--- config.mk ---
export PLATFORM = sky130hd
export DESIGN_NAME = group_priority_lock_arbiter
export DESIGN_NICKNAME = d
export VERILOG_FILES = /design/src/gpla_pkg.sv /design/src/gpla_ram.sv /design/src/gpla_emit.sv /design/src/gpla_seq.sv /design/src/group_priority_lock_arbiter.sv
export SDC_FILE = /design/constraint.sdc
export NUM_CORES = 1
export LEC_CHECK = 0
export BUFFER_PORTS_ARGS = -buffer_cell sky130_fd_sc_hd__buf_4
export CORE_MARGIN = 5
export CORE_UTILIZATION = 40
export CTS_CLUSTER_DIAMETER = 200
export DETAILED_ROUTE_END_ITERATION = 8
export PLACE_DENSITY_LB_ADDON = 0.2
export SETUP_SLACK_MARGIN = 0.05
export SLEW_MARGIN = 20
export SYNTH_ARGS = -nofsm -noshare
export SYNTH_HDL_FRONTEND = slang
export SYNTH_SLANG_ARGS = --single-unit
--- constraint.sdc ---
create_clock -name clk -period 9.76 [get_ports clk]
set_clock_uncertainty 0.05 [all_clocks]
set_input_delay 2.928 -clock clk [delete_from_list [all_inputs] [get_ports clk]]
set_output_delay 2.928 -clock clk [all_outputs]
set_load 0.02 [all_outputs]
--- src/gpla_pkg.sv ---
package gpla_pkg;

    // Command codes
    localparam logic [1:0] OP_ACQUIRE = 2'd0;
    localparam logic [1:0] OP_RELEASE = 2'd1;
    localparam logic [1:0] OP_DISCARD = 2'd2;
    localparam logic [1:0] OP_LOCAL   = 2'd3;

    // Lock status codes
    localparam logic [1:0] ST_NONE = 2'd0;
    localparam logic [1:0] ST_LOW  = 2'd1;
    localparam logic [1:0] ST_HIGH = 2'd2;
    localparam logic [1:0] ST_ACQ  = 2'd3;

    typedef struct packed {
        logic [1:0]  op;
        logic [7:0]  requester;
        logic [15:0] group;
    } cmd_t;

    typedef struct packed {
        logic [7:0] target;
        logic [1:0] lock_status;
        logic       error;
        logic       last;
    } result_t;

    // One waiting entry of the queue memory
    typedef struct packed {
        logic [15:0] group;
        logic [7:0]  rank;
        logic        high;
    } entry_t;

    typedef struct packed {
        logic [7:0] target;
        logic [1:0] lock_status;
        logic       error;
    } res_t;

    // Sequencer to output stage: push one result, or close the item
    typedef struct packed {
        logic vld;
        logic flush;
        res_t res;
    } emit_req_t;

    typedef enum logic [2:0] {
        S_IDLE,
        S_INS,
        S_PUT,
        S_DSC,
        S_GRT,
        S_DEM,
        S_NOTE,
        S_FLUSH
    } state_t;

endpackage

--- src/gpla_ram.sv ---
module gpla_ram
    #(
        parameter int WIDTH = 25,
        parameter int DEPTH = 16
    )
    (
        input  logic                     clk,
        input  logic                     we,
        input  logic [$clog2(DEPTH)-1:0] waddr,
        input  logic [WIDTH-1:0]         wdata,
        input  logic                     re,
        input  logic [$clog2(DEPTH)-1:0] raddr,
        output logic [WIDTH-1:0]         rdata
    );

    logic [WIDTH-1:0] mem [DEPTH];
    logic [WIDTH-1:0] rdata_reg;

    always_ff @(posedge clk)
    begin
        if (we)
        begin
            mem[waddr] <= wdata;
        end
        if (re)
        begin
            rdata_reg <= mem[raddr];
        end
    end

    assign rdata = rdata_reg;

endmodule

--- src/gpla_emit.sv ---
module gpla_emit
    import gpla_pkg::*;
    (
        input  logic      clk,
        input  logic      rst_n,
        input  emit_req_t req,
        output logic      strobe,
        output result_t   result
    );

    logic    pend_vld_reg, pend_vld_next;
    res_t    pend_reg, pend_next;
    logic    strobe_reg, strobe_next;
    result_t result_reg, result_next;

    // Hold each result one step so the final one of an item can carry last
    always_comb
    begin
        pend_vld_next = pend_vld_reg;
        pend_next     = pend_reg;
        strobe_next   = 1'b0;
        result_next   = result_reg;
        if (req.vld)
        begin
            pend_next     = req.res;
            pend_vld_next = 1'b1;
            if (pend_vld_reg)
            begin
                strobe_next = 1'b1;
                result_next = '{target: pend_reg.target, lock_status: pend_reg.lock_status,
                                error: pend_reg.error, last: 1'b0};
            end
        end
        else if (req.flush)
        begin
            pend_vld_next = 1'b0;
            if (pend_vld_reg)
            begin
                strobe_next = 1'b1;
                result_next = '{target: pend_reg.target, lock_status: pend_reg.lock_status,
                                error: pend_reg.error, last: 1'b1};
            end
        end
    end

    always_ff @(posedge clk or negedge rst_n)
    begin
        if (!rst_n)
        begin
            pend_vld_reg <= 1'b0;
            strobe_reg   <= 1'b0;
        end
        else
        begin
            pend_vld_reg <= pend_vld_next;
            strobe_reg   <= strobe_next;
        end
    end

    always_ff @(posedge clk)
    begin
        pend_reg   <= pend_next;
        result_reg <= result_next;
    end

    assign strobe = strobe_reg;
    assign result = result_reg;

    a_push_xor_flush: assert property (@(posedge clk) disable iff (!rst_n)
        !(req.vld && req.flush))
        else $error("push and flush in the same cycle");

    a_last_drains: assert property (@(posedge clk) disable iff (!rst_n)
        (strobe_reg && result_reg.last) |-> !pend_vld_reg)
        else $error("result left pending after last");

    a_error_status: assert property (@(posedge clk) disable iff (!rst_n)
        (strobe_reg && result_reg.error) |-> (result_reg.lock_status == ST_NONE))
        else $error("error result with nonzero status");

endmodule

--- src/gpla_seq.sv ---
module gpla_seq
    import gpla_pkg::*;
    #(
        parameter int DEPTH = 16
    )
    (
        input  logic                     clk,
        input  logic                     rst_n,
        input  logic                     start,
        input  cmd_t                     cmd,
        output logic                     busy,
        output emit_req_t                emit,
        output logic                     ram_we,
        output logic [$clog2(DEPTH)-1:0] ram_waddr,
        output entry_t                   ram_wdata,
        output logic                     ram_re,
        output logic [$clog2(DEPTH)-1:0] ram_raddr,
        input  entry_t                   ram_rdata
    );

    localparam int IW = $clog2(DEPTH);
    localparam int CW = $clog2(DEPTH + 1);

    state_t        state_reg, state_next;
    logic [CW-1:0] count_reg, count_next;
    logic [IW-1:0] idx_reg, idx_next;
    logic          hv_reg, hv_next;
    logic [15:0]   hgroup_reg, hgroup_next;
    logic [7:0]    hrank_reg, hrank_next;
    cmd_t          req_reg, req_next;
    logic          high_reg, high_next;
    logic          notify_reg, notify_next;
    logic          found_reg, found_next;
    logic          demote_reg, demote_next;

    logic          high_now;
    logic          do_release;
    logic          do_notify;
    logic          hit;
    entry_t        new_entry;
    res_t          put_res;

    always_comb
    begin
        state_next  = state_reg;
        count_next  = count_reg;
        idx_next    = idx_reg;
        hv_next     = hv_reg;
        hgroup_next = hgroup_reg;
        hrank_next  = hrank_reg;
        req_next    = req_reg;
        high_next   = high_reg;
        notify_next = notify_reg;
        found_next  = found_reg;
        demote_next = demote_reg;
        ram_we      = 1'b0;
        ram_waddr   = idx_reg;
        ram_wdata   = ram_rdata;
        ram_re      = 1'b0;
        ram_raddr   = idx_reg;
        emit        = '0;
        do_release  = 1'b0;
        do_notify   = 1'b0;

        high_now  = cmd.group < hgroup_reg;
        new_entry = '{group: req_reg.group, rank: req_reg.requester, high: high_reg};
        put_res   = '{target: req_reg.requester,
                      lock_status: (high_reg ? ST_HIGH : ST_LOW), error: 1'b0};
        hit       = !found_reg && (ram_rdata.group == req_reg.group)
                    && (ram_rdata.rank == req_reg.requester);

        case (state_reg)
            S_IDLE:
            begin
                if (start)
                begin
                    req_next  = cmd;
                    high_next = high_now;
                    case (cmd.op)
                        OP_ACQUIRE:
                        begin
                            state_next = S_FLUSH;
                            if (!hv_reg)
                            begin
                                hv_next     = 1'b1;
                                hgroup_next = cmd.group;
                                hrank_next  = cmd.requester;
                                emit.vld    = 1'b1;
                                emit.res    = '{target: cmd.requester, lock_status: ST_ACQ,
                                                error: 1'b0};
                            end
                            else if (count_reg == CW'(DEPTH))
                            begin
                                emit.vld = 1'b1;
                                emit.res = '{target: cmd.requester, lock_status: ST_NONE,
                                             error: 1'b1};
                            end
                            else if (count_reg == '0)
                            begin
                                ram_we     = 1'b1;
                                ram_waddr  = '0;
                                ram_wdata  = '{group: cmd.group, rank: cmd.requester,
                                               high: high_now};
                                count_next = count_reg + CW'(1);
                                emit.vld   = 1'b1;
                                emit.res   = '{target: cmd.requester,
                                               lock_status: (high_now ? ST_HIGH : ST_LOW),
                                               error: 1'b0};
                            end
                            else
                            begin
                                // walk down from the tail, shifting larger groups up
                                ram_re     = 1'b1;
                                ram_raddr  = IW'(count_reg - CW'(1));
                                idx_next   = IW'(count_reg - CW'(1));
                                state_next = S_INS;
                            end
                        end
                        OP_RELEASE, OP_DISCARD:
                        begin
                            if (hv_reg && (hrank_reg == cmd.requester))
                            begin
                                do_release = 1'b1;
                                do_notify  = 1'b1;
                            end
                            else if ((cmd.op == OP_DISCARD) && (count_reg != '0))
                            begin
                                ram_re     = 1'b1;
                                ram_raddr  = '0;
                                idx_next   = '0;
                                found_next = 1'b0;
                                state_next = S_DSC;
                            end
                            else
                            begin
                                emit.vld   = 1'b1;
                                emit.res   = '{target: cmd.requester, lock_status: ST_NONE,
                                               error: 1'b1};
                                state_next = S_FLUSH;
                            end
                        end
                        OP_LOCAL:
                        begin
                            do_release = 1'b1;
                        end
                        default:
                        begin
                            state_next = S_IDLE;
                        end
                    endcase

                    if (do_release)
                    begin
                        hv_next     = 1'b0;
                        notify_next = do_notify;
                        if (count_reg == '0)
                        begin
                            state_next = do_notify ? S_NOTE : S_FLUSH;
                        end
                        else
                        begin
                            ram_re     = 1'b1;
                            ram_raddr  = '0;
                            state_next = S_GRT;
                        end
                    end
                end
            end

            S_INS:
            begin
                ram_we    = 1'b1;
                ram_waddr = idx_reg + IW'(1);
                if (ram_rdata.group > req_reg.group)
                begin
                    ram_wdata = ram_rdata;
                    if (idx_reg == '0)
                    begin
                        state_next = S_PUT;
                    end
                    else
                    begin
                        idx_next  = idx_reg - IW'(1);
                        ram_re    = 1'b1;
                        ram_raddr = idx_reg - IW'(1);
                    end
                end
                else
                begin
                    ram_wdata  = new_entry;
                    count_next = count_reg + CW'(1);
                    emit.vld   = 1'b1;
                    emit.res   = put_res;
                    state_next = S_FLUSH;
                end
            end

            S_PUT:
            begin
                ram_we     = 1'b1;
                ram_waddr  = '0;
                ram_wdata  = new_entry;
                count_next = count_reg + CW'(1);
                emit.vld   = 1'b1;
                emit.res   = put_res;
                state_next = S_FLUSH;
            end

            S_DSC:
            begin
                // after the match, move each later entry down one place
                if (found_reg)
                begin
                    ram_we    = 1'b1;
                    ram_waddr = idx_reg - IW'(1);
                    ram_wdata = ram_rdata;
                end
                if (hit)
                begin
                    found_next = 1'b1;
                end
                if (CW'(idx_reg) == count_reg - CW'(1))
                begin
                    emit.vld   = 1'b1;
                    state_next = S_FLUSH;
                    if (found_reg || hit)
                    begin
                        count_next = count_reg - CW'(1);
                        emit.res   = '{target: req_reg.requester, lock_status: ST_NONE,
                                       error: 1'b0};
                    end
                    else
                    begin
                        emit.res = '{target: req_reg.requester, lock_status: ST_NONE,
                                     error: 1'b1};
                    end
                end
                else
                begin
                    idx_next  = idx_reg + IW'(1);
                    ram_re    = 1'b1;
                    ram_raddr = idx_reg + IW'(1);
                end
            end

            S_GRT:
            begin
                hv_next     = 1'b1;
                hgroup_next = ram_rdata.group;
                hrank_next  = ram_rdata.rank;
                count_next  = count_reg - CW'(1);
                emit.vld    = 1'b1;
                emit.res    = '{target: ram_rdata.rank, lock_status: ST_ACQ, error: 1'b0};
                if (count_reg == CW'(1))
                begin
                    state_next = notify_reg ? S_NOTE : S_FLUSH;
                end
                else
                begin
                    idx_next    = IW'(1);
                    ram_re      = 1'b1;
                    ram_raddr   = IW'(1);
                    demote_next = 1'b1;
                    state_next  = S_DEM;
                end
            end

            S_DEM:
            begin
                ram_we    = 1'b1;
                ram_waddr = idx_reg - IW'(1);
                ram_wdata = ram_rdata;
                if (demote_reg && ram_rdata.high)
                begin
                    ram_wdata.high = 1'b0;
                    emit.vld       = 1'b1;
                    emit.res       = '{target: ram_rdata.rank, lock_status: ST_LOW,
                                       error: 1'b0};
                end
                else
                begin
                    demote_next = 1'b0;
                end
                // count already dropped by one: it now names the last old index
                if (CW'(idx_reg) == count_reg)
                begin
                    state_next = notify_reg ? S_NOTE : S_FLUSH;
                end
                else
                begin
                    idx_next  = idx_reg + IW'(1);
                    ram_re    = 1'b1;
                    ram_raddr = idx_reg + IW'(1);
                end
            end

            S_NOTE:
            begin
                emit.vld   = 1'b1;
                emit.res   = '{target: req_reg.requester, lock_status: ST_NONE, error: 1'b0};
                state_next = S_FLUSH;
            end

            S_FLUSH:
            begin
                emit.flush = 1'b1;
                state_next = S_IDLE;
            end

            default:
            begin
                state_next = S_IDLE;
            end
        endcase
    end

    always_ff @(posedge clk or negedge rst_n)
    begin
        if (!rst_n)
        begin
            state_reg  <= S_IDLE;
            count_reg  <= '0;
            hv_reg     <= 1'b0;
            hgroup_reg <= '0;
            hrank_reg  <= '0;
        end
        else
        begin
            state_reg  <= state_next;
            count_reg  <= count_next;
            hv_reg     <= hv_next;
            hgroup_reg <= hgroup_next;
            hrank_reg  <= hrank_next;
        end
    end

    always_ff @(posedge clk)
    begin
        idx_reg    <= idx_next;
        req_reg    <= req_next;
        high_reg   <= high_next;
        notify_reg <= notify_next;
        found_reg  <= found_next;
        demote_reg <= demote_next;
    end

    assign busy = (state_reg != S_IDLE);

    a_count_bound: assert property (@(posedge clk) disable iff (!rst_n)
        count_reg <= CW'(DEPTH))
        else $error("queue count beyond depth");

    a_no_rw_overlap: assert property (@(posedge clk) disable iff (!rst_n)
        (ram_we && ram_re) |-> (ram_waddr != ram_raddr))
        else $error("read and write to the same entry in one cycle");

    a_queue_has_holder: assert property (@(posedge clk) disable iff (!rst_n)
        ((state_reg == S_IDLE) && (count_reg != '0)) |-> hv_reg)
        else $error("waiters queued while the lock is free");

endmodule

--- src/group_priority_lock_arbiter.sv ---
// Timing: an item that finishes at once (grant of a free lock, error, queue
//   insert into an empty queue) passes its single result through the output
//   stage's pending and result registers. Busy stays high until the item is
//   closed; start is taken only while busy is low, one item at a time.
// Reset: lock free and queue empty at once; no clearing pass. Results leave on
//   strobe for one cycle each; the receiver cannot stall them.
module group_priority_lock_arbiter
    import gpla_pkg::*;
    #(
        parameter int QUEUE_DEPTH = 16
    )
    (
        input  logic    clk,
        input  logic    rst_n,
        input  logic    start,
        input  cmd_t    cmd,
        output logic    busy,
        output logic    strobe,
        output result_t result
    );

    localparam int AW = $clog2(QUEUE_DEPTH);

    // The waiting queue lives in one memory, kept sorted by ascending group
    // with equal groups in arrival order. Every operation on it is a walk:
    //   acquire   - walk down from the tail, move larger groups up one slot,
    //               drop the new item into the gap;
    //   discard   - walk up from the head, find the first match on group and
    //               requester, move the rest down one slot;
    //   release   - read the head into the holder registers, move the rest
    //               down one slot while demoting the leading high entries.
    // The walk issues one read per cycle; the write of the previous entry
    // always goes to a different address than the read in flight, so no
    // forwarding is needed.

    emit_req_t emit;
    logic      ram_we;
    logic      ram_re;
    logic [AW-1:0] ram_waddr;
    logic [AW-1:0] ram_raddr;
    entry_t    ram_wdata;
    entry_t    ram_rdata;

    // Sequencer: holder registers, queue count and the memory walk
    gpla_seq #(
        .DEPTH (QUEUE_DEPTH)
    ) u_seq (
        .clk       (clk),
        .rst_n     (rst_n),
        .start     (start),
        .cmd       (cmd),
        .busy      (busy),
        .emit      (emit),
        .ram_we    (ram_we),
        .ram_waddr (ram_waddr),
        .ram_wdata (ram_wdata),
        .ram_re    (ram_re),
        .ram_raddr (ram_raddr),
        .ram_rdata (ram_rdata)
    );

    // Queue storage, registered read
    gpla_ram #(
        .WIDTH ($bits(entry_t)),
        .DEPTH (QUEUE_DEPTH)
    ) u_ram (
        .clk   (clk),
        .we    (ram_we),
        .waddr (ram_waddr),
        .wdata (ram_wdata),
        .re    (ram_re),
        .raddr (ram_raddr),
        .rdata (ram_rdata)
    );

    // Output stage: hold one result back so the final one of an item is
    // marked last, then drive it out registered
    gpla_emit u_emit (
        .clk    (clk),
        .rst_n  (rst_n),
        .req    (emit),
        .strobe (strobe),
        .result (result)
    );

endmodule
==> impl_table.tex <==
\begin{tabular}{lr}
\hline
Metric & Value \\
\hline
\multicolumn{2}{l}{\textbf{Run status}} \\
Result of the run & finished, final reports clean \\
\multicolumn{2}{l}{\textbf{Clock network}} \\
Post-CTS setup buffer count & 0 \\
Max Buffers Root-to-Sink & 3 \\
Clock root buffer & sky130\_fd\_sc\_hd\_\_clkbuf\_16 \\
PostCTS Resize Cnt & 0 \\
Clock input transition at the sequential cells of the worst setup and hold paths & 0.06 ns \\
TritonCTS Sinks & 515 \\
Htree depth & 2 \\
TritonCTS clock tree & built \\
Number of CTS-inserted buffers & 53 \\
Number of buffers added to fix hold violations after cts & 0 \\
Latest clock arrival within the worst-skew pair & 0.61 ns \\
\multicolumn{2}{l}{\textbf{Layout}} \\
Max reg flops & 400 \\
Antenna cells & 0 \\
Area occupied by multi-input gates & 6570 µm² \\
FILL cells & 4851 \\
Area occupied by registers & 15300 µm² \\
Share of cells above drive strength 1 & 12.8\% \\
Final layout net count & 1661 \\
Post-synthesis to final-layout area growth & 13.8\% \\
\multicolumn{2}{l}{\textbf{Timing}} \\
Number of pins with negative max-slew slack in the final report & 0 \\
Setup repair after global routing missed its margin & false \\
Minimum clock period after layout & 6.94 ns \\
Max-Slew Margin vs Limit & 28.7\% \\
Upper clock frequency limit & 144 MHz \\
Share of the clock period used by the worst path & 71.1\% \\
Final TNS setup & 0 ns \\
Final Setup Violations & 0 \\
Transition time at the pin with the least slew margin & 1.07 ns \\
Final number of hold-violating endpoints & 0 \\
\multicolumn{2}{l}{\textbf{Synth}} \\
Number of storage elements in the synthesis netlist & 515 \\
Post-synthesis sequential area ratio & 68.6\% \\
Synth cell count leaders & 480 x sky130\_fd\_sc\_hd\_\_edfxtp\_1, 175 x sky130\_fd\_sc\_hd\_\_mux2i\_1, 130 x sky130\_fd\_sc\_hd\_\_nand2\_1 \\
Gate count of the mapped netlist & 1554 \\
Share of the synthesized area in the top cell type & 64.6\% \\
Syn Std Cell Area & 22300 µm² \\
Net count of the mapped netlist & 1623 \\
Syn Area/Cell & 14.4 µm² \\
YS warnings & 0 \\
Post-synth top area cell & sky130\_fd\_sc\_hd\_\_edfxtp\_1 \\
Number of enable-type register cells in the synthesized netlist & 480 \\
Async set-reset flop share out of synthesis & 6.80\% \\
Most repeated cell in the gate-level netlist after synthesis & sky130\_fd\_sc\_hd\_\_edfxtp\_1 \\
Ranking of synthesized cells by area & sky130\_fd\_sc\_hd\_\_edfxtp\_1 65\%, sky130\_fd\_sc\_hd\_\_mux2i\_1 7.9\%, sky130\_fd\_sc\_hd\_\_dfrtp\_1 3.9\% \\
Cell variety after synth & 69 \\
Dominant register cell in the synthesized netlist & sky130\_fd\_sc\_hd\_\_edfxtp\_1 \\
\multicolumn{2}{l}{\textbf{Routing}} \\
Detailed-route DRC error count & 0 \\
Sum of routed wire length over all layers & 57300 µm \\
Number of detailed-route iterations in the first pass & 6 \\
DRC violation total after the first TritonRoute iteration & 1435 \\
Via density per instance & 5.62 \\
Routed wire per std cell & 24.0 µm \\
Number of nets with antenna violations after detailed routing & 0 \\
Via count & 13.4k \\
\multicolumn{2}{l}{\textbf{Global routing}} \\
Largest net degree at the start of global routing & 152 \\
Vias in the first global route & 13.2k \\
Antenna violations before repair & 0 \\
Sum of overflow across all layers after global routing & 0 \\
Global routing usage summed across all routing layers & 18.6\% \\
Global-route wire length before repair & 85500 µm \\
\multicolumn{2}{l}{\textbf{Run}} \\
Maximum capacitance violations & 0 \\
\multicolumn{2}{l}{\textbf{Worst hold path}} \\
Startpoint of the worst hold path & u\_emit.pend\_reg[2] \\
Worst hold path stage count & 0 \\
Worst hold path type & reg2reg \\
Endpoint, Worst Hold & u\_emit.result[3] \\
\multicolumn{2}{l}{\textbf{Die}} \\
Total core area & 55200 µm² \\
Starting density of the core & 40.4\% \\
Floorplan die width & 246 µm \\
IO Pins & 43 \\
Area of the die & 60600 µm² \\
Row cnt & 86 \\
Die Ht & 246 µm \\
\multicolumn{2}{l}{\textbf{Worst setup path}} \\
Reg2Reg Depth & 13 \\
Capturing point of the worst reg2reg path & u\_ram.rdata[19] \\
FF-to-FF Start & u\_seq.count\_reg[0] \\
Worst endpoint required time & 10.05 ns \\
Worst Path Max Fanout & 151 \\
Class of the most critical setup path & in2reg \\
Reg2reg setup slack & 4.59 ns \\
Worst endpoint data arrival time & 7.23 ns \\
Critical path startpoint category & primary input \\
Crit path capture type & flop \\
\multicolumn{2}{l}{\textbf{Placed design}} \\
HPWL reported at the end of detailed placement & 34200 µm \\
Number of I/O port buffers & 42 \\
Weighted congestion at the end of routability-driven global placement & 0.908 \\
\hline
\end{tabular}
==> worst max-delay path, cell delays in order <==
cell and delay [ns]:
sky130_fd_sc_hd__buf_4 0.13, sky130_fd_sc_hd__xor2_1 0.16, sky130_fd_sc_hd__nor4_1 0.66, sky130_fd_sc_hd__a31oi_1 0.29, sky130_fd_sc_hd__o31ai_1 0.61, sky130_fd_sc_hd__o21ai_0 0.26
sky130_fd_sc_hd__a211oi_4 0.29, sky130_fd_sc_hd__buf_12 0.66, sky130_fd_sc_hd__mux2_2 0.42, sky130_fd_sc_hd__nand2_1 0.06, sky130_fd_sc_hd__o21ai_0 0.07, sky130_fd_sc_hd__or4_1 0.49
==> through the flow <==
step / area, µm² / std cells / setup WS (ns) / util, % / hold slack, ns
finish: 25400 / 2383 / 2.82 / 46.0 / 0.370
global route: 25400 / 2383 / 2.52 / 46.0 / 0.373
CTS: 25400 / 2382 / 2.94 / 45.9 / 0.371
detailed placement: 23600 / 2284 / 2.30 / 42.8 / 0.357
global placement: 23500 / 2280 / 2.19 / 42.6 / 0.357
floorplan: 22300 / 1554 / 3.75 / - / 0.350
==> cell usage in the layout (no fill, tap or decap), drive strengths merged, types with 40 or more instances in the layout <==
| cell | instances |
|---|---|
| a21oi | 57 |
| buf | 66 |
| clkbuf | 68 |
| edfxtp | 480 |
| ha | 40 |
| inv | 70 |
| mux2i | 175 |
| nand2 | 132 |
| nor2 | 45 |
| o21ai | 87 |
| o22ai | 53 |
==> logic make-up after synthesis <==
kind of cell    count (synthesis)  share of synthesized area [%]
xor+xnor                       32                           1.26
mux                           200                           9.12
fa+ha+maj                      40                           2.24
buf+inv                       153                           2.81
simple gates                  293                           6.41
flops                         515                           68.6
compound gates                321                           9.62
==> how the worst max path moves through the flow <==
stage	start	cells after the start	end	slack (ns)
3_3_place_gp	start	11	u_ram.rdata[17]	2.19
2_1_floorplan	cmd[24]	12	u_ram.rdata[19]	3.75
4_1_cts	cmd[22]	11	u_ram.rdata[5]	2.94
6_report	cmd[22]	12	u_ram.rdata[23]	2.82
5_1_grt	cmd[22]	12	u_ram.rdata[23]	2.52
3_5_place_dp	cmd[22]	12	u_ram.rdata[23]	2.30
==> metal layers <==
layer,GRT usage (%),part of all wire (%),up-vias
li1,-,-,6090
met1,26.0,44,6741
met2,29.7,46,460
met3,3.73,6.6,93
met4,5.76,2.9,0
met5,0,0,-
==> area by class of cell <==
type | count | area share [%]
Clock buffer | 68 | 5.73
Clock inverter | 30 | 1.01
Inverter | 70 | 1.04
Multi-Input combinational cell | 886 | 25.9
Sequential cell | 515 | 60.2
Tap cell | 748 | 3.69
Timing Repair Buffer | 66 | 2.42
Power is left out: the tool's default activity adds up to more than one toggle a clock period on the data nets, which glitch-free logic cannot reach.
